## src/design/cbd_pkg.sv

```systemverilog
// Shared codes and defaults for the circular buffer deque.
package cbd_pkg;

  localparam int unsigned DEPTH_DEF = 16;

  localparam int unsigned REQ_W  = 3;
  localparam int unsigned DATA_W = 32;
  localparam int unsigned STAT_W = 2;
  localparam int unsigned FILL_W = 5;
  localparam int unsigned CFG_W  = 5;

  localparam logic [CFG_W-1:0] CAP_RESET = 5'd16;

  localparam logic [REQ_W-1:0] REQ_PUSH_FRONT = 3'd0;
  localparam logic [REQ_W-1:0] REQ_PUSH_BACK  = 3'd1;
  localparam logic [REQ_W-1:0] REQ_POP_FRONT  = 3'd2;
  localparam logic [REQ_W-1:0] REQ_POP_BACK   = 3'd3;
  localparam logic [REQ_W-1:0] REQ_PEEK_FRONT = 3'd4;
  localparam logic [REQ_W-1:0] REQ_PEEK_BACK  = 3'd5;

  localparam logic [STAT_W-1:0] STAT_OK    = 2'd0;
  localparam logic [STAT_W-1:0] STAT_FULL  = 2'd1;
  localparam logic [STAT_W-1:0] STAT_EMPTY = 2'd2;

endpackage

```

## src/design/cbd_ring_mem.sv

```systemverilog
// Ring store: one write port, one read port, registered read data.
module cbd_ring_mem
  import cbd_pkg::*;
#(
  parameter int unsigned DEPTH = DEPTH_DEF
) (
  input  logic                     clk,
  input  logic                     wr_en,
  input  logic [$clog2(DEPTH)-1:0] wr_addr,
  input  logic signed [DATA_W-1:0] wr_data,
  input  logic                     rd_en,
  input  logic [$clog2(DEPTH)-1:0] rd_addr,
  output logic signed [DATA_W-1:0] rd_data
);

  logic signed [DATA_W-1:0] mem [DEPTH];
  logic signed [DATA_W-1:0] rd_data_r;

  always_ff @(posedge clk) begin
    if (wr_en) begin
      mem[wr_addr] <= wr_data;
    end
  end

  always_ff @(posedge clk) begin
    if (rd_en) begin
      rd_data_r <= mem[rd_addr];
    end
  end

  assign rd_data = rd_data_r;

endmodule

```

## src/design/cbd_ctrl.sv

```systemverilog
// Pointer and count control: decodes a request, drives the ring store, registers status.
module cbd_ctrl
  import cbd_pkg::*;
#(
  parameter int unsigned DEPTH = DEPTH_DEF
) (
  input  logic                     clk,
  input  logic                     rst_n,
  input  logic                     cfg_we,
  input  logic [CFG_W-1:0]         cfg_wdata,
  input  logic                     req_go,
  input  logic [REQ_W-1:0]         req_type,
  output logic                     mem_wr_en,
  output logic                     mem_rd_en,
  output logic [$clog2(DEPTH)-1:0] mem_addr,
  output logic                     res_valid,
  output logic                     res_rd_sel,
  output logic [STAT_W-1:0]        res_status,
  output logic [FILL_W-1:0]        res_fill
);

  localparam int unsigned IDX_W = $clog2(DEPTH);
  localparam int unsigned CNT_W = $clog2(DEPTH + 1);
  localparam int unsigned SUM_W = CNT_W + 1;
  localparam int unsigned CMP_W = ((CNT_W > CFG_W) ? CNT_W : CFG_W) + 1;

  localparam logic [CMP_W-1:0] DEPTH_C = CMP_W'(DEPTH);
  localparam logic [CMP_W-1:0] ONE_C   = CMP_W'(1);

  function automatic logic [SUM_W-1:0] wrap(input logic [SUM_W-1:0] v,
                                            input logic [SUM_W-1:0] c);
    return (v >= c) ? v - c : v;
  endfunction

  logic [CFG_W-1:0]  cap_r;
  logic [IDX_W-1:0]  front_r, front_nxt;
  logic [CNT_W-1:0]  cnt_r, cnt_nxt;
  logic              valid_r;
  logic              rd_sel_r, rd_sel_nxt;
  logic [STAT_W-1:0] status_r, status_nxt;
  logic [FILL_W-1:0] fill_r;

  logic [CMP_W-1:0]  cfg_ext;
  logic [CNT_W-1:0]  cap;
  logic [SUM_W-1:0]  cap_s;
  logic [IDX_W-1:0]  front;
  logic [CNT_W-1:0]  cnt;
  logic [SUM_W-1:0]  front_s;
  logic [SUM_W-1:0]  cnt_s;
  logic [SUM_W-1:0]  back_free;
  logic [SUM_W-1:0]  back_last;
  logic [SUM_W-1:0]  front_inc;
  logic [IDX_W-1:0]  front_dec;

  // effective capacity: zero acts as one, clipped to the store depth
  always_comb begin
    cfg_ext = CMP_W'(cap_r);
    if (cfg_ext < ONE_C) begin
      cap = CNT_W'(ONE_C);
    end else if (cfg_ext > DEPTH_C) begin
      cap = CNT_W'(DEPTH_C);
    end else begin
      cap = CNT_W'(cfg_ext);
    end
  end

  assign cap_s   = SUM_W'(cap);
  assign front   = (SUM_W'(front_r) >= cap_s) ? '0 : front_r;
  assign cnt     = (cnt_r > cap) ? cap : cnt_r;
  assign front_s = SUM_W'(front);
  assign cnt_s   = SUM_W'(cnt);

  assign back_free = wrap(front_s + cnt_s, cap_s);
  assign back_last = wrap(front_s + cnt_s - SUM_W'(1), cap_s);
  assign front_inc = wrap(front_s + SUM_W'(1), cap_s);
  assign front_dec = (front == '0) ? IDX_W'(cap_s - SUM_W'(1)) : front - IDX_W'(1);

  always_comb begin
    front_nxt  = front;
    cnt_nxt    = cnt;
    status_nxt = STAT_OK;
    rd_sel_nxt = 1'b0;
    mem_wr_en  = 1'b0;
    mem_rd_en  = 1'b0;
    mem_addr   = front;
    unique case (req_type) inside
      REQ_PUSH_FRONT, REQ_PUSH_BACK: begin
        if (cnt >= cap) begin
          status_nxt = STAT_FULL;
        end else begin
          mem_wr_en = req_go;
          cnt_nxt   = cnt + CNT_W'(1);
          if (req_type == REQ_PUSH_FRONT) begin
            front_nxt = front_dec;
            mem_addr  = front_dec;
          end else begin
            mem_addr = IDX_W'(back_free);
          end
        end
      end
      REQ_POP_FRONT, REQ_POP_BACK, REQ_PEEK_FRONT, REQ_PEEK_BACK: begin
        if (cnt == '0) begin
          status_nxt = STAT_EMPTY;
        end else begin
          mem_rd_en  = req_go;
          rd_sel_nxt = 1'b1;
          if (req_type == REQ_POP_BACK || req_type == REQ_PEEK_BACK) begin
            mem_addr = IDX_W'(back_last);
          end
          if (req_type == REQ_POP_FRONT) begin
            front_nxt = IDX_W'(front_inc);
          end
          if (req_type == REQ_POP_FRONT || req_type == REQ_POP_BACK) begin
            cnt_nxt = cnt - CNT_W'(1);
          end
        end
      end
      default: begin
      end
    endcase
  end

  always_ff @(posedge clk) begin
    if (!rst_n) begin
      cap_r   <= CAP_RESET;
      front_r <= '0;
      cnt_r   <= '0;
      valid_r <= 1'b0;
    end else begin
      valid_r <= req_go;
      if (cfg_we) begin
        cap_r   <= cfg_wdata;
        front_r <= '0;
        cnt_r   <= '0;
      end else if (req_go) begin
        front_r <= front_nxt;
        cnt_r   <= cnt_nxt;
      end
    end
  end

  always_ff @(posedge clk) begin
    if (req_go) begin
      rd_sel_r <= rd_sel_nxt;
      status_r <= status_nxt;
      fill_r   <= FILL_W'(cnt_nxt);
    end
  end

  assign res_valid  = valid_r;
  assign res_rd_sel = rd_sel_r;
  assign res_status = status_r;
  assign res_fill   = fill_r;

endmodule

```

## src/design/circular_buffer_deque_top.sv

```systemverilog
// Circular buffer deque top: command port, ring store and pointer control.
// Results are registered: out_valid for a request rises in the cycle after the edge that accepts it.
// Throughput: one request per cycle; busy stays low, pointers update at the accept edge
//   and the ring store's single read port is the only path to read data.
// Reset: synchronous active-low rst_n empties the queue and sets capacity to 16;
//   store contents are not cleared. The receiver cannot stall results.
module circular_buffer_deque_top
  import cbd_pkg::*;
#(
  parameter int unsigned DEPTH = DEPTH_DEF
) (
  input  logic                     clk,
  input  logic                     rst_n,
  // request port
  input  logic                     start,
  output logic                     busy,
  input  logic [REQ_W-1:0]         in_req_type,
  input  logic signed [DATA_W-1:0] in_push_value,
  // result port, one-cycle strobe
  output logic                     out_valid,
  output logic signed [DATA_W-1:0] out_read_value,
  output logic [STAT_W-1:0]        out_status,
  output logic [FILL_W-1:0]        out_fill_count,
  // capacity register
  input  logic                     cfg_we,
  input  logic [CFG_W-1:0]         cfg_wdata
);

  localparam int unsigned IDX_W = $clog2(DEPTH);

  logic                     req_go;
  logic                     mem_wr_en;
  logic                     mem_rd_en;
  logic [IDX_W-1:0]         mem_addr;
  logic signed [DATA_W-1:0] mem_rd_data;
  logic                     res_rd_sel;

  // every request completes in one pass, so the port never pushes back
  assign busy   = 1'b0;
  assign req_go = start & ~busy;

  cbd_ctrl #(
    .DEPTH (DEPTH)
  ) u_ctrl (
    .clk        (clk),
    .rst_n      (rst_n),
    .cfg_we     (cfg_we),
    .cfg_wdata  (cfg_wdata),
    .req_go     (req_go),
    .req_type   (in_req_type),
    .mem_wr_en  (mem_wr_en),
    .mem_rd_en  (mem_rd_en),
    .mem_addr   (mem_addr),
    .res_valid  (out_valid),
    .res_rd_sel (res_rd_sel),
    .res_status (out_status),
    .res_fill   (out_fill_count)
  );

  // a write lands in the store at its accept edge, before any later read samples it, so
  // back-to-back push then peek needs no forwarding
  cbd_ring_mem #(
    .DEPTH (DEPTH)
  ) u_mem (
    .clk     (clk),
    .wr_en   (mem_wr_en),
    .wr_addr (mem_addr),
    .wr_data (in_push_value),
    .rd_en   (mem_rd_en),
    .rd_addr (mem_addr),
    .rd_data (mem_rd_data)
  );

  // pushes, refusals and unused codes return a zero word
  assign out_read_value = res_rd_sel ? mem_rd_data : '0;

endmodule

```

## config.mk

```make
export PLATFORM = sky130hd
export DESIGN_NAME = circular_buffer_deque_top
export DESIGN_NICKNAME = d
export VERILOG_FILES = /design/src/design/cbd_pkg.sv /design/src/design/cbd_ring_mem.sv /design/src/design/cbd_ctrl.sv /design/src/design/circular_buffer_deque_top.sv
export SDC_FILE = /design/constraint.sdc
export NUM_CORES = 1
export LEC_CHECK = 0
export BUFFER_PORTS_ARGS = -buffer_cell sky130_fd_sc_hd__buf_4
export CAP_MARGIN = 40
export CORE_UTILIZATION = 56
export DETAILED_ROUTE_END_ITERATION = 6
export PLACE_DENSITY = 0.74
export SLEW_MARGIN = 20
export SYNTH_ARGS = -nofsm -noshare
export SYNTH_HDL_FRONTEND = slang
export SYNTH_SLANG_ARGS = --single-unit
```

## constraint.sdc

```tcl
create_clock -name clk -period 7.3 [get_ports clk]
set_input_delay 0.365 -clock clk [delete_from_list [all_inputs] [get_ports clk]]
set_output_delay 0.365 -clock clk [all_outputs]
set_load 0.05 [all_outputs]
```

# Word-level counts from Yosys, hierarchy flattened
# Memory sizes are Yosys's and may differ from the RTL's. A register that Yosys moved wholly into a read port is not among the register bits.
# Index checks and enable logic that the tools add are counted.
# W data, S select, Z words.
[word_totals]
mem_bits_rw = 512
rom_bits = 0
memories = 1
output_inout_bits = 41
reg_bits = 23
latchBits = 0
in_bits = 44
[op_classes]
shift = 0
n_bitwise = 1
div_mod_pow = 0
eq_ne = 5
n_addsub = 10
mux = 33
magnitude_cmp = 8
reduce_logical = 8
multipliers = 0
[mem_list]
columns = ["name", "words", "width", "rd", "rd_clocked_by_memory_dff", "write_ports", "line_no", "source"]
rows = [
  ["u_mem.mem", 16, 32, 1, 1, 1, "cbd_ring_mem.sv:16", "logic signed [DATA_W-1:0] mem [DEPTH];"],
]
[op_table]
columns = ["operator", "n"]
rows = [
  ["$mux W4", 13],
  ["$mux W32", 1],
  ["$mux W5", 6],
  ["$pmux W4 S2", 2],
  ["$ge A6 B5 Y1", 2],
  ["$sub A4 B4 Y4", 3],
  ["$ge A5 B5 Y1", 2],
  ["$pmux W5 S2", 1],
  ["$mux W1", 8],
  ["$sub A4 B1 Y4 const B", 2],
  ["$add A4 B5 Y6", 1],
  ["$eq A3 B2 Y1 const B", 2],
  ["$eq A3 B3 Y1 const B", 2],
  ["$sub A6 B1 Y6 const B", 1],
  ["$add A4 B1 Y5 const B", 1],
  ["$add A5 B1 Y5 const B", 1],
  ["$ge A4 B5 Y1", 1],
  ["$gt A5 B5 Y1", 1],
  ["$gt A5 B5 Y1 const B", 1],
  ["$logic_not A5 Y1", 1],
  ["$lt A5 B1 Y1 const B", 1],
  ["$sub A5 B1 Y5 const B", 1],
  ["$logic_not A4 Y1", 1],
  ["$pmux W2 S2", 1],
  ["other kinds (7)", 9],
]

# Depth between registers and ports, before layout
# Gate-level depths: netlist of the first run.
[depth]
ltp_word = 12
mapped_depth = 27
mapped_depth_nobuf = 24

# Hierarchy
# A second synthesis of the first run with hierarchy kept.
[unflattened]
hier_cells = 1249
area_unflattened_um2 = 23442.5
[modules_own_cells]
columns = ["mod", "cells_each", "instances", "area_per_inst_um2"]
rows = [
  ["cbd_ring_mem", 838, 1, 20155.6],
  ["cbd_ctrl", 374, 1, 3020.4],
  ["circular_buffer_deque_top", 37, 1, 266.5],
]

# Worst setup path after synthesis of the first run
# No wires, ideal clock.
[synth_timing]
path_type = "reg-to-reg"
from = "register u_ctrl.cap_r[4]"
to = "memory u_mem.mem[0][0] (enable)"
path_buffers = 1
setup_slack_ps = -358
setup_time_ps = 421
t_arrival_ps = 7237
synth_period_minus_slack_ps = 7658
stages_incl_launch_ff = 25
path_cell_list = "dfxtp_1 buf_2 nor2b_1 inv_1 ha_1 nor2b_1 o21ai_1 a21oi_1 mux2i_1 inv_1 ha_1 fa_1 inv_1 ha_1 inv_1 fa_1 a21o_1 a21oi_1 o21ai_0 a31oi_4 mux2_2 mux2i_2 and3_1 nand2_1 nor2_1"
[synth_between]
elab_chain_cells = 12
elab_cells_between_ends = 31
classes_between = "add/sub (6); order compare (7); mux (16); reduce/logical (2)"
[synth_rtl]
columns = ["element", "line_no", "source"]
rows = [
  ["start, declared", "cbd_ctrl.sv:35", "logic [CFG_W-1:0] cap_r;"],
  ["start signal, assigned", "cbd_ctrl.sv:132", "cap_r <= cfg_wdata;"],
  ["$gt A5 B5 Y1", "cbd_ctrl.sv:60", "end else if (cfg_ext > DEPTH_C) begin"],
  ["$mux W5", "cbd_ctrl.sv:60", ""],
  ["$mux W5 (*)", "cbd_ctrl.sv:58", "if (cfg_ext < ONE_C) begin"],
  ["$ge A4 B5 Y1 / $gt A5 B5 Y1 (equally long branches)", "cbd_ctrl.sv:68, cbd_ctrl.sv:69", ""],
  ["$mux W4 / $mux W5 (equally long branches)", "cbd_ctrl.sv:68, cbd_ctrl.sv:69", ""],
  ["$add A4 B5 Y6", "cbd_ctrl.sv:73, cbd_ctrl.sv:74", ""],
  ["$sub A6 B1 Y6", "cbd_ctrl.sv:74", "assign back_last = wrap(front_s + cnt_s - SUM_W'(1), cap_s);"],
  ["$ge A6 B5 Y1 / $sub A4 B4 Y4 (equally long branches)", "cbd_ctrl.sv:32", "return (v >= c) ? v - c : v;"],
  ["$mux W4", "cbd_ctrl.sv:32", ""],
  ["$mux W4", "cbd_ctrl.sv:107", "if (req_type == REQ_POP_BACK || req_type == REQ_PEEK_BACK) begin"],
  ["$mux W4", "cbd_ctrl.sv:102", "if (cnt == '0) begin"],
  ["$pmux W4 S2", "cbd_ctrl.sv:86", "unique case (req_type) inside"],
  ["end, declared", "cbd_ring_mem.sv:16", ""],
]
# Every way passes the cells marked *; elsewhere a longest branch is shown, timed or not.

# Worst setup path after layout of the first run
[layout_timing]
from = "register u_ctrl.cap_r[4]"
to = "register u_mem.rd_data_r[21], in the netlist u_mem.rd_data[21], read port of u_mem.mem (data pin)"
[layout_between]
elab_chain_cells = 12
elab_cells_between_ends = 29
classes_between = "add/sub (6); order compare (7); mux (14); reduce/logical (2)"
[layout_rtl]
columns = ["element", "line_no", "source"]
rows = [
  ["$gt A5 B5 Y1", "cbd_ctrl.sv:60", ""],
  ["$mux W5", "cbd_ctrl.sv:60", ""],
  ["$mux W5 (*)", "cbd_ctrl.sv:58", ""],
  ["$ge A4 B5 Y1 / $gt A5 B5 Y1 (equally long branches)", "cbd_ctrl.sv:68, cbd_ctrl.sv:69", ""],
  ["$mux W4 / $mux W5 (equally long branches)", "cbd_ctrl.sv:68, cbd_ctrl.sv:69", ""],
  ["$add A4 B5 Y6", "cbd_ctrl.sv:73, cbd_ctrl.sv:74", ""],
  ["$sub A6 B1 Y6", "cbd_ctrl.sv:74", ""],
  ["$ge A6 B5 Y1 / $sub A4 B4 Y4 (equally long branches)", "cbd_ctrl.sv:32", ""],
  ["$mux W4", "cbd_ctrl.sv:32", ""],
  ["$mux W4", "cbd_ctrl.sv:107", ""],
  ["$mux W4", "cbd_ctrl.sv:102", ""],
  ["$pmux W4 S2", "cbd_ctrl.sv:86", ""],
  ["end, declared", "cbd_ring_mem.sv:17", "logic signed [DATA_W-1:0] rd_data_r;"],
]
# Marks and branches as above.
# A chain may end at the register's enable or synchronous reset.

==> results of run 1 <==
==> per-stage QoR <==
stage	cell area (um2)	hold WS, ns
final	27830	0.02947
after global routing	27830	0.02724
after CTS	27820	0.004746
after detailed placement	25980	0.5123
after global placement	25940	0.5234
after floorplan	24100	0.4636
==> kinds of logic after synthesis <==
kind of cell,after synthesis,synth area share [%]
buffers and inverters,95,2.182
AND/OR/NAND/NOR,235,5.944
AO/OA/AOI/OAI,224,7.061
XOR/XNOR,16,0.5820
flip-flops,567,70.08
other,1,0.01557
adder cells (fa/ha/maj),43,2.359
multiplexers,282,11.77
==> synth_stat cells (4+ instances only) <==
| library cell | n | area (um2) |
|---|---|---|
| buf_6 | 9 | 101.4 |
| inv_1 | 23 | 86.33 |
| o211ai_1 | 7 | 52.55 |
| nand3_1 | 13 | 65.06 |
| edfxtp_1 | 552 | 16580 |
| nand2b_1 | 9 | 56.30 |
| dfxtp_1 | 15 | 300.3 |
| a21o_1 | 5 | 37.54 |
| mux2_2 | 7 | 78.83 |
| a22oi_1 | 129 | 968.4 |
| buf_2 | 33 | 165.2 |
| xor2_1 | 8 | 70.07 |
| nand3b_1 | 4 | 30.03 |
| nor2_1 | 47 | 176.4 |
| a21oi_1 | 22 | 110.1 |
| a31oi_1 | 4 | 25.02 |
| fa_1 | 4 | 80.08 |
| inv_2 | 4 | 15.01 |
| and2_1 | 36 | 225.2 |
| clkbuf_1 | 7 | 26.28 |
| buf_4 | 16 | 120.1 |
| nand4_1 | 4 | 25.02 |
| mux2i_1 | 274 | 2743 |
| ha_1 | 39 | 488.0 |
| nor4_4 | 4 | 85.08 |
| o21ai_0 | 12 | 60.06 |
| o21ai_1 | 6 | 30.03 |
| xnor2_1 | 8 | 70.07 |
| and3_1 | 7 | 43.79 |
| nor3_1 | 8 | 40.04 |
| nor2b_1 | 10 | 62.56 |
| nand2_1 | 40 | 150.1 |
| and4_1 | 35 | 306.5 |
| a211oi_2 | 6 | 75.07 |
==> what timing repair did <==
| item | CTS | global route |
|---|---|---|
| hold endpoints to repair | 5 | 0 |
| hold buffers | 4 | 0 |
| resized for setup | 0 | 0 |
==> critical path: cells and delay by family, from the launching register on <==
| family | cells | cell delay, ns |
|---|---|---|
| compound gates | 8 | 1.51 |
| mux | 3 | 0.73 |
| fa+ha+maj | 5 | 1.85 |
| buf+inv | 6 | 1.11 |
| flops | 1 | 0.44 |
| simple gates | 3 | 0.74 |
==> placed cells by master, fill, tap and decap left out, types with 15 or more instances in the layout <==
cell and instances:
a21oi_1 22, a22oi_1 129, and2_1 36, and4_1 35, buf_12 20, buf_4 140, clkbuf_1 18, clkbuf_16 56
dfxtp_1 15, edfxtp_1 552, ha_1 39, inv_1 23, mux2i_1 274, nand2_1 40, nor2_1 31, nor2_4 17
==> path summary, 6_finish.rpt <==
path / cells past startpoint / end / slack, ns / start
max reg2reg: 25 / u_mem.rd_data[21] / 0.59 / u_ctrl.cap_r[4]
min: 3 / u_ctrl.cap_r[1] / 0.03 / cfg_wdata[1]
min reg2reg: 2 / u_ctrl.front_r[1] / 0.53 / u_ctrl.front_r[1]
max: 25 / u_mem.rd_data[21] / 0.59 / u_ctrl.cap_r[4]
==> power groups by stage <==
stage,clock [mW],sequential [mW],combinational [mW]
2_1_floorplan,0,3.75,0.836
3_3_place_gp,0,3.74,1.21
3_5_place_dp,0,3.74,1.23
4_1_cts,2.87,3.67,1.23
5_1_grt,3.00,3.68,1.32
6_report,2.84,3.67,1.24
==> area by class of cell <==
class	instances	area (um2)	share of cell area (%)
tap	539	674.4	2.423
clock inverter	27	332.8	1.196
inverter	27	101.3	0.3641
sequential	567	16880	60.63
clock buffer	74	1469	5.277
multi-input combinational	801	6842	24.58
timing repair buffer	167	1539	5.529
==> state kept, by name (all words and copies together) (netlist names) <==
name               count
u_mem.mem            512
u_mem.rd_data         32
u_ctrl.cap_r           5
u_ctrl.cnt_r           5
u_ctrl.res_fill        5
u_ctrl.front_r         4
u_ctrl.res_status      2
u_ctrl.res_rd_sel      1
u_ctrl.res_valid       1
==> routing by layer <==
metal,vias up,track usage [%],share of wire [%]
li1,6121,-,-
met1,6888,36.03,41
met2,603,41.09,47
met3,137,4.339,8.3
met4,0,10.22,3.4
met5,-,0,0
==> flow_summary.json, run 1 <==
{
  "num_io_pins": 85,
  "clkPwrFrac_pct": 36.6,
  "setup_ws_ns": 0.5916,
  "slew_violations": 0,
  "n_fill_cell": 2843,
  "clock_sinks": 567,
  "insertion_delay_ns": 0.61,
  "avgRoutedWirePerCell_um": 25.55,
  "wl_mm": 56.26,
  "clock_skew_ns": 0.01994,
  "slowest_delay_ns": 0.62,
  "cp.arrival_ns": 7.07,
  "avgSynthCellArea_um2": 16.46,
  "cts_buffers": 55,
  "final_antenna_net_count": 0,
  "dr.pass1.iters": 6,
  "route.detailed.drc": 0,
  "final_core_util_pct": 66.06,
  "finalHoldViolations": 0,
  "synth_warnings": 0,
  "drtIter0Drc": 1542,
  "clockRootBuffer": "clkbuf_16",
  "die-area_um2": 43830,
  "port_buffers": 83,
  "slowest_stage": "fa_1",
  "setup_violations": 0,
  "syn_nets": 1550,
  "drive_gt1_share_pct": 17.74,
  "die_width_um": 209.4,
  "final_cells": 2202,
  "power.leakage_nw": 10.59,
  "syn-instance-count": 1463,
  "synth_area_um2": 24080,
  "p_comb_share_pct": 16.0,
  "slew_headroom_pct": 48.78,
  "core_um2": 42130,
  "via_per_inst": 6.244,
  "place_inst": 2096,
  "grt_max_degree": 69,
  "areaGrowthSynthToFinish_pct": 15.59,
  "power_density_nw_per_um2": 278.5,
  "synth-async-reset-ratio_pct": 0,
  "grt.total_usage_pct": 25.89,
  "globalplace.congestion": 0.9266,
  "max_freq_mhz": 149.1,
  "critPathKind": "reg -> reg",
  "ir_drop_uv": 317.3,
  "synth.distinct_cells": 75,
  "required_ns": 7.66,
  "clockBufferDepth": 3,
  "post-dp-hpwl_mm": 31.88,
  "worst_setup_path_start_kind": "register",
  "rsz0062_at_grt": "false",
  "num_rows": 75,
  "netSwitchingFraction_pct": 25.22,
  "status": "completed",
  "ys_ff_latch": 567,
  "tightest_slew_ns": 0.7683,
  "vias": 13750,
  "tritoncts": "yes",
  "htreeDepth": 2,
  "fp.dieH_um": 209.4,
  "post-place-ws_ns": 0.5032,
  "p_sw_mw": 1.955,
  "cp_common_cell": "inv_1",
  "p_int_mw": 5.796,
  "cp_max_fo": 68,
  "fin_crit_sh_pct": 91.90,
  "n_antenna_cell": 0,
  "start_util_pct": 57.15,
  "power_frac_seq_pct": 47.4,
  "synth_edf_count": 552,
  "drv_cap": 0,
  "nets": 1706,
  "first_global_vias": 13610,
  "synth_seq_area_share_pct": 70.08,
  "grt.overflow.total": 0,
  "end_kind": "register",
  "cts_setup_buffers": 0,
  "fin_crit_ns": 6.708,
  "antenna_found_initial": 0,
  "clk_pin_slew_worst_paths_ns": 0.06,
  "hold_path_class": "in -> reg",
  "grt_pass1_wl_mm": 83.15,
  "synthFlopType": "edfxtp_1",
  "p_total_mw": 7.751,
  "tns_ns": 0
}
No activity file was read; power rests on OpenSTA's default activity.
==> run 2, diff against run 1 <==
Settings changed: CORE_UTILIZATION 56 to 35, PLACE_DENSITY 0.74 to default, PLACE_DENSITY_LB_ADDON from default to 0.12.
==> run 2 against run 1 <==
Worst setup slack got worse by 0.087 ns. Fmax fell by 1.3%. Core utilization fell by 24 points. Power rose by 4.5%. Via count fell by 2.4%. Global-route usage fell by 7.9 points. Critical path type unchanged. Highest routed layer is now met5.
==> flow_summary.json, run 2 (synthesis results as in run 1) <==
{
  "status": "completed",
  "crit_chain": "nor2b_1 > inv_1 > ha_1 > and3_1 > o21ai_1 > a21oi_1 > mux2i_1 > inv_1 > ha_1 > fa_1 > inv_1 > ha_1 > inv_1 > fa_1 > a21o_1 > a21oi_1 > o21ai_0 > a31oi_4 > mux2_2 > mux2i_2 > and3_1 > nand2b_1 > nor2_4 > buf_12",
  "cp_max_fo": 26,
  "start_util_pct": 35.60,
  "num_rows": 95,
  "place_area_um2": 26410,
  "final_common_cell": "edfxtp_1",
  "tightest_slew_ns": 0.8557,
  "cp_num_buf_inv": 5,
  "finalHoldViolations": 0,
  "hold_path_class": "in -> reg",
  "clockRootBuffer": "clkbuf_16",
  "rsz0062_at_grt": "false",
  "areaGrowthSynthToFinish_pct": 18.69,
  "post-place-ws_ns": 0.2207,
  "setup_ws_ns": 0.5045,
  "vias": 13420,
  "crit_family": "adder cells",
  "fin_crit_ns": 6.795,
  "max_freq_mhz": 147.2,
  "end_kind": "register",
  "critPathKind": "reg -> reg",
  "drtIter0Drc": 928,
  "cp_common_cell": "inv_1",
  "cp.arrival_ns": 7.09,
  "crit_path_start": "u_ctrl.cap_r[4]",
  "setup_violations": 0,
  "route.detailed.drc": 0,
  "avgRoutedWirePerCell_um": 24.68,
  "whs_path_depth": 1,
  "clk_pin_slew_worst_paths_ns": 0.06,
  "via_per_inst": 5.262,
  "power.leakage_nw": 10.72,
  "grt_max_degree": 52,
  "port_buffers": 83,
  "final_cell_mix": "edfxtp_1 (552), mux2i_1 (274), buf_4 (132)",
  "slew_violations": 0,
  "slowest_delay_ns": 0.61,
  "cts_buffers": 60,
  "htreeDepth": 2,
  "power_density_nw_per_um2": 283.5,
  "reg2reg_from": "u_ctrl.cap_r[4]",
  "first_global_vias": 13460,
  "die-area_um2": 69850,
  "fp.dieH_um": 264.3,
  "cp.depth": 24,
  "reg2reg_depth": 24,
  "final_cell_area_um2": 28580,
  "ir_drop_uv": 174.8,
  "die_width_um": 264.3,
  "place_inst": 2425,
  "post-dp-hpwl_mm": 35.41,
  "clockBufferDepth": 3,
  "insertion_delay_ns": 0.65,
  "globalplace.congestion": 0.8412,
  "final_cells": 2550,
  "worst_setup_path_start_kind": "register",
  "grt.total_usage_pct": 18.03,
  "slowest_stage": "fa_1",
  "core_um2": 67630,
  "largest_reg_flops": 512,
  "num_io_pins": 85,
  "tns_ns": 0,
  "dr.pass1.iters": 5,
  "tritoncts": "yes",
  "grt.overflow.total": 0,
  "drive_gt1_share_pct": 18.08,
  "slew_headroom_pct": 42.51,
  "grt_pass1_wl_mm": 92.19,
  "nets": 1712,
  "wl_mm": 62.93,
  "clock_sinks": 567,
  "drv_cap": 0,
  "cts_setup_buffers": 0,
  "fin_crit_sh_pct": 93.09,
  "worstHoldStart": "in_push_value[28]",
  "antenna_found_initial": 4,
  "regMostFlops": "u_mem.mem",
  "final_antenna_net_count": 0,
  "clock_skew_ns": 0.03580,
  "required_ns": 7.60
}
run 2: cell count changes in the layout (fill, tap and decap cells not counted), sizes merged:
cell,before,now
buf,163,157
bufinv,7,10
clkinv,16,26
clkbuf,74,71
inv,29,28
diode,0,1
dlygate4sd3,4,11
clkinvlp,2,5
run 2: per-layer routing:
metal	GRT usage [%]	wire length, um	vias to the layer above
li1	-	-	6139
met4	4.824	1286	6
met5	0	47	-
met3	2.526	2570	85
met1	25.48	29610	6892
met2	29.08	29420	295
run 2: power by group:
| group | switching [mW] | internal (mW) | total, mW |
|---|---|---|---|
| clock | 1.29 | 1.87 | 3.16 |
| sequential | 0.0170 | 3.65 | 3.67 |
| combinational | 0.788 | 0.489 | 1.28 |
| total | 2.09 | 6.01 | 8.10 |
run 2: area by class of cell:
| class | instances | area [um2] |
|---|---|---|
| multi-input cells | 801 | 6855 |
| flip-flops and latches | 567 | 16880 |
| clock buffers | 71 | 1543 |
| diodes | 1 | 2.502 |
| inverters | 27 | 101.3 |
| fillers | 5976 | 39050 |
| well taps | 873 | 1092 |
| repair buffers | 168 | 1602 |
| clock inverters | 42 | 510.5 |
run 2: final timing paths:
check / to / slack [ns]
worst min-delay path: u_mem.mem[5][28] / 0.04
worst min register to register: u_ctrl.cap_r[0] / 0.55
worst max-delay path: u_mem.mem[5][1] / 0.50
worst max register to register: u_mem.mem[5][1] / 0.50
run 2: repair_timing:
| item | CTS | global route |
|---|---|---|
| setup endpoints to repair | 0 | 542 |
| hold buffers | 11 | 0 |
| hold endpoints to repair | 52 | 0 |
| gates resized for setup | 0 | 3 |
run 2: metrics by stage:
stage	hold slack (ns)	utilization, %	power [mW]
floorplan	0.4636	-	4.587
global placement	0.5516	39.04	5.025
detailed placement	0.5445	39.04	5.023
CTS	0.002393	42.24	8.193
global route	0.02699	42.26	8.401
finish	0.03892	42.26	8.103
==> run 3, diff against run 2 <==
Settings changed: CORE_MARGIN from default to 1.5, CORE_UTILIZATION 35 to 56.
==> run 3 against run 2 <==
Clock skew is 0.0054 ns higher. Sequential cell count stayed put. Critical path depth stayed put. Cell area is 3.1% lower. Largest power group unchanged. Via count is 0.60% higher. Sequential share of layout area is 1.9 points higher. Core utilization is 23 points higher. Largest cell class unchanged. Power is 5.4% lower. Wire length is 12% lower. Die area is 37% lower. First-iteration DRC count is 19% higher. Worst setup slack worse by 0.068 ns.
==> flow_summary.json, run 3 (synthesis results as in run 1) <==
{
  "regMostFlops": "u_mem.mem",
  "tightest_slew_ns": 0.7368,
  "avgRoutedWirePerCell_um": 25.32,
  "antenna_found_initial": 2,
  "tns_ns": 0,
  "nets": 1695,
  "cts_buffers": 54,
  "vias": 13500,
  "first_global_vias": 13630,
  "fin_crit_sh_pct": 94.02,
  "die-area_um2": 44250,
  "final_common_cell": "edfxtp_1",
  "cp.arrival_ns": 7.23,
  "route.detailed.drc": 0,
  "cp_max_fo": 23,
  "globalplace.congestion": 0.8820,
  "clockRootBuffer": "clkbuf_16",
  "max_freq_mhz": 145.7,
  "status": "completed",
  "power_density_nw_per_um2": 276.8,
  "die_width_um": 210.4,
  "clk_pin_slew_worst_paths_ns": 0.06,
  "required_ns": 7.67,
  "insertion_delay_ns": 0.63,
  "drtIter0Drc": 1102,
  "post-dp-hpwl_mm": 31.85,
  "core_um2": 42230,
  "tritoncts": "yes",
  "clockBufferDepth": 3,
  "fp.dieH_um": 210.4,
  "port_buffers": 83,
  "via_per_inst": 6.152,
  "p_total_mw": 7.668,
  "hold_path_class": "in -> reg",
  "final_antenna_net_count": 0,
  "wl_mm": 55.55,
  "start_util_pct": 57.03,
  "areaGrowthSynthToFinish_pct": 15.03,
  "dr.pass1.iters": 5,
  "num_io_pins": 85,
  "grt.overflow.total": 0,
  "clock_skew_ns": 0.04123,
  "grt_max_degree": 89,
  "final_cell_mix": "edfxtp_1 (552), mux2i_1 (274), buf_4 (133)",
  "clock_sinks": 567,
  "critPathKind": "reg -> reg",
  "largest_reg_flops": 512,
  "ir_drop_uv": 244.0,
  "power.leakage_nw": 10.54,
  "post-place-ws_ns": 0.4373,
  "htreeDepth": 2,
  "slew_headroom_pct": 50.55,
  "finalHoldViolations": 0,
  "setup_ws_ns": 0.4364,
  "worst_setup_path_start_kind": "register",
  "grt_pass1_wl_mm": 83.48,
  "fin_crit_ns": 6.864,
  "grt.total_usage_pct": 25.60,
  "cts_setup_buffers": 0,
  "drv_cap": 0,
  "setup_violations": 0,
  "slew_violations": 0,
  "drive_gt1_share_pct": 17.66,
  "rsz0062_at_grt": "false",
  "num_rows": 75,
  "end_kind": "register"
}
-- run 3: final cells by class --
type                    count  area (um2)
repair buffers            157        1434
well taps                 539       674.4
clock inverters            37       367.9
inverters                  27       101.3
diodes                      2       5.005
clock buffers              64        1389
fillers                  2951       14530
flip-flops and latches    567       16880
multi-input cells         801        6853
-- run 3: final timing paths --
check,start,endpoint,slack (ns),cells after the start
min,in_push_value[0],u_mem.mem[13][0],0.03,1
max,u_ctrl.cap_r[4],u_mem.rd_data[14],0.44,24
max reg2reg,u_ctrl.cap_r[4],u_mem.rd_data[14],0.44,24
min reg2reg,u_ctrl.front_r[0],u_ctrl.front_r[0],0.52,2
-- run 3: power by group --
group | total, mW | internal, mW | switching (mW)
sequential | 3.67 | 3.65 | 0.0198
clock | 2.77 | 1.58 | 1.19
combinational | 1.23 | 0.481 | 0.748
total | 7.67 | 5.71 | 1.96
-- run 3: stage by stage --
stage          std cells  util [%]  area [um2]  hold slack [ns]
2_1_floorplan       1463         -       24100           0.4636
3_3_place_gp        2087     61.32       25890           0.5075
3_5_place_dp        2087     61.32       25890           0.5107
4_1_cts             2191     65.55       27680         0.005814
5_1_grt             2194     65.60       27700          0.03482
6_report            2194     65.60       27700          0.03075
-- run 3: worst max-delay path, cell delays in order (launching register included) --
cell	delay [ns]
dfxtp_1	0.43
nor2b_1	0.32
inv_1	0.12
ha_1	0.33
and3_1	0.20
o21ai_1	0.15
a21oi_2	0.34
mux2i_1	0.28
inv_1	0.09
ha_1	0.23
fa_1	0.63
inv_1	0.12
ha_1	0.29
inv_1	0.07
fa_1	0.44
a21o_1	0.17
a21oi_1	0.13
o21ai_0	0.15
a31oi_4	0.26
mux2_2	0.38
mux2_2	0.38
nor4_4	0.26
buf_4	0.42
a22oi_1	0.19
and4_1	0.22
-- run 3: per-layer routing --
metal	GRT usage, %	vias up	wire length (um)	share of wire (%)
met5	0	-	0	0
met4	8.534	0	1460	2.6
met3	3.427	97	3138	5.6
met2	42.03	445	26950	49
met1	35.66	6854	24000	43
li1	-	6101	-	-
-- run 3: repair_timing --
action                                  CTS  global route
gates resized for setup                   0             2
endpoints found under the hold margin     2             0
endpoints found under the setup margin    0           278
hold buffers                              3             0
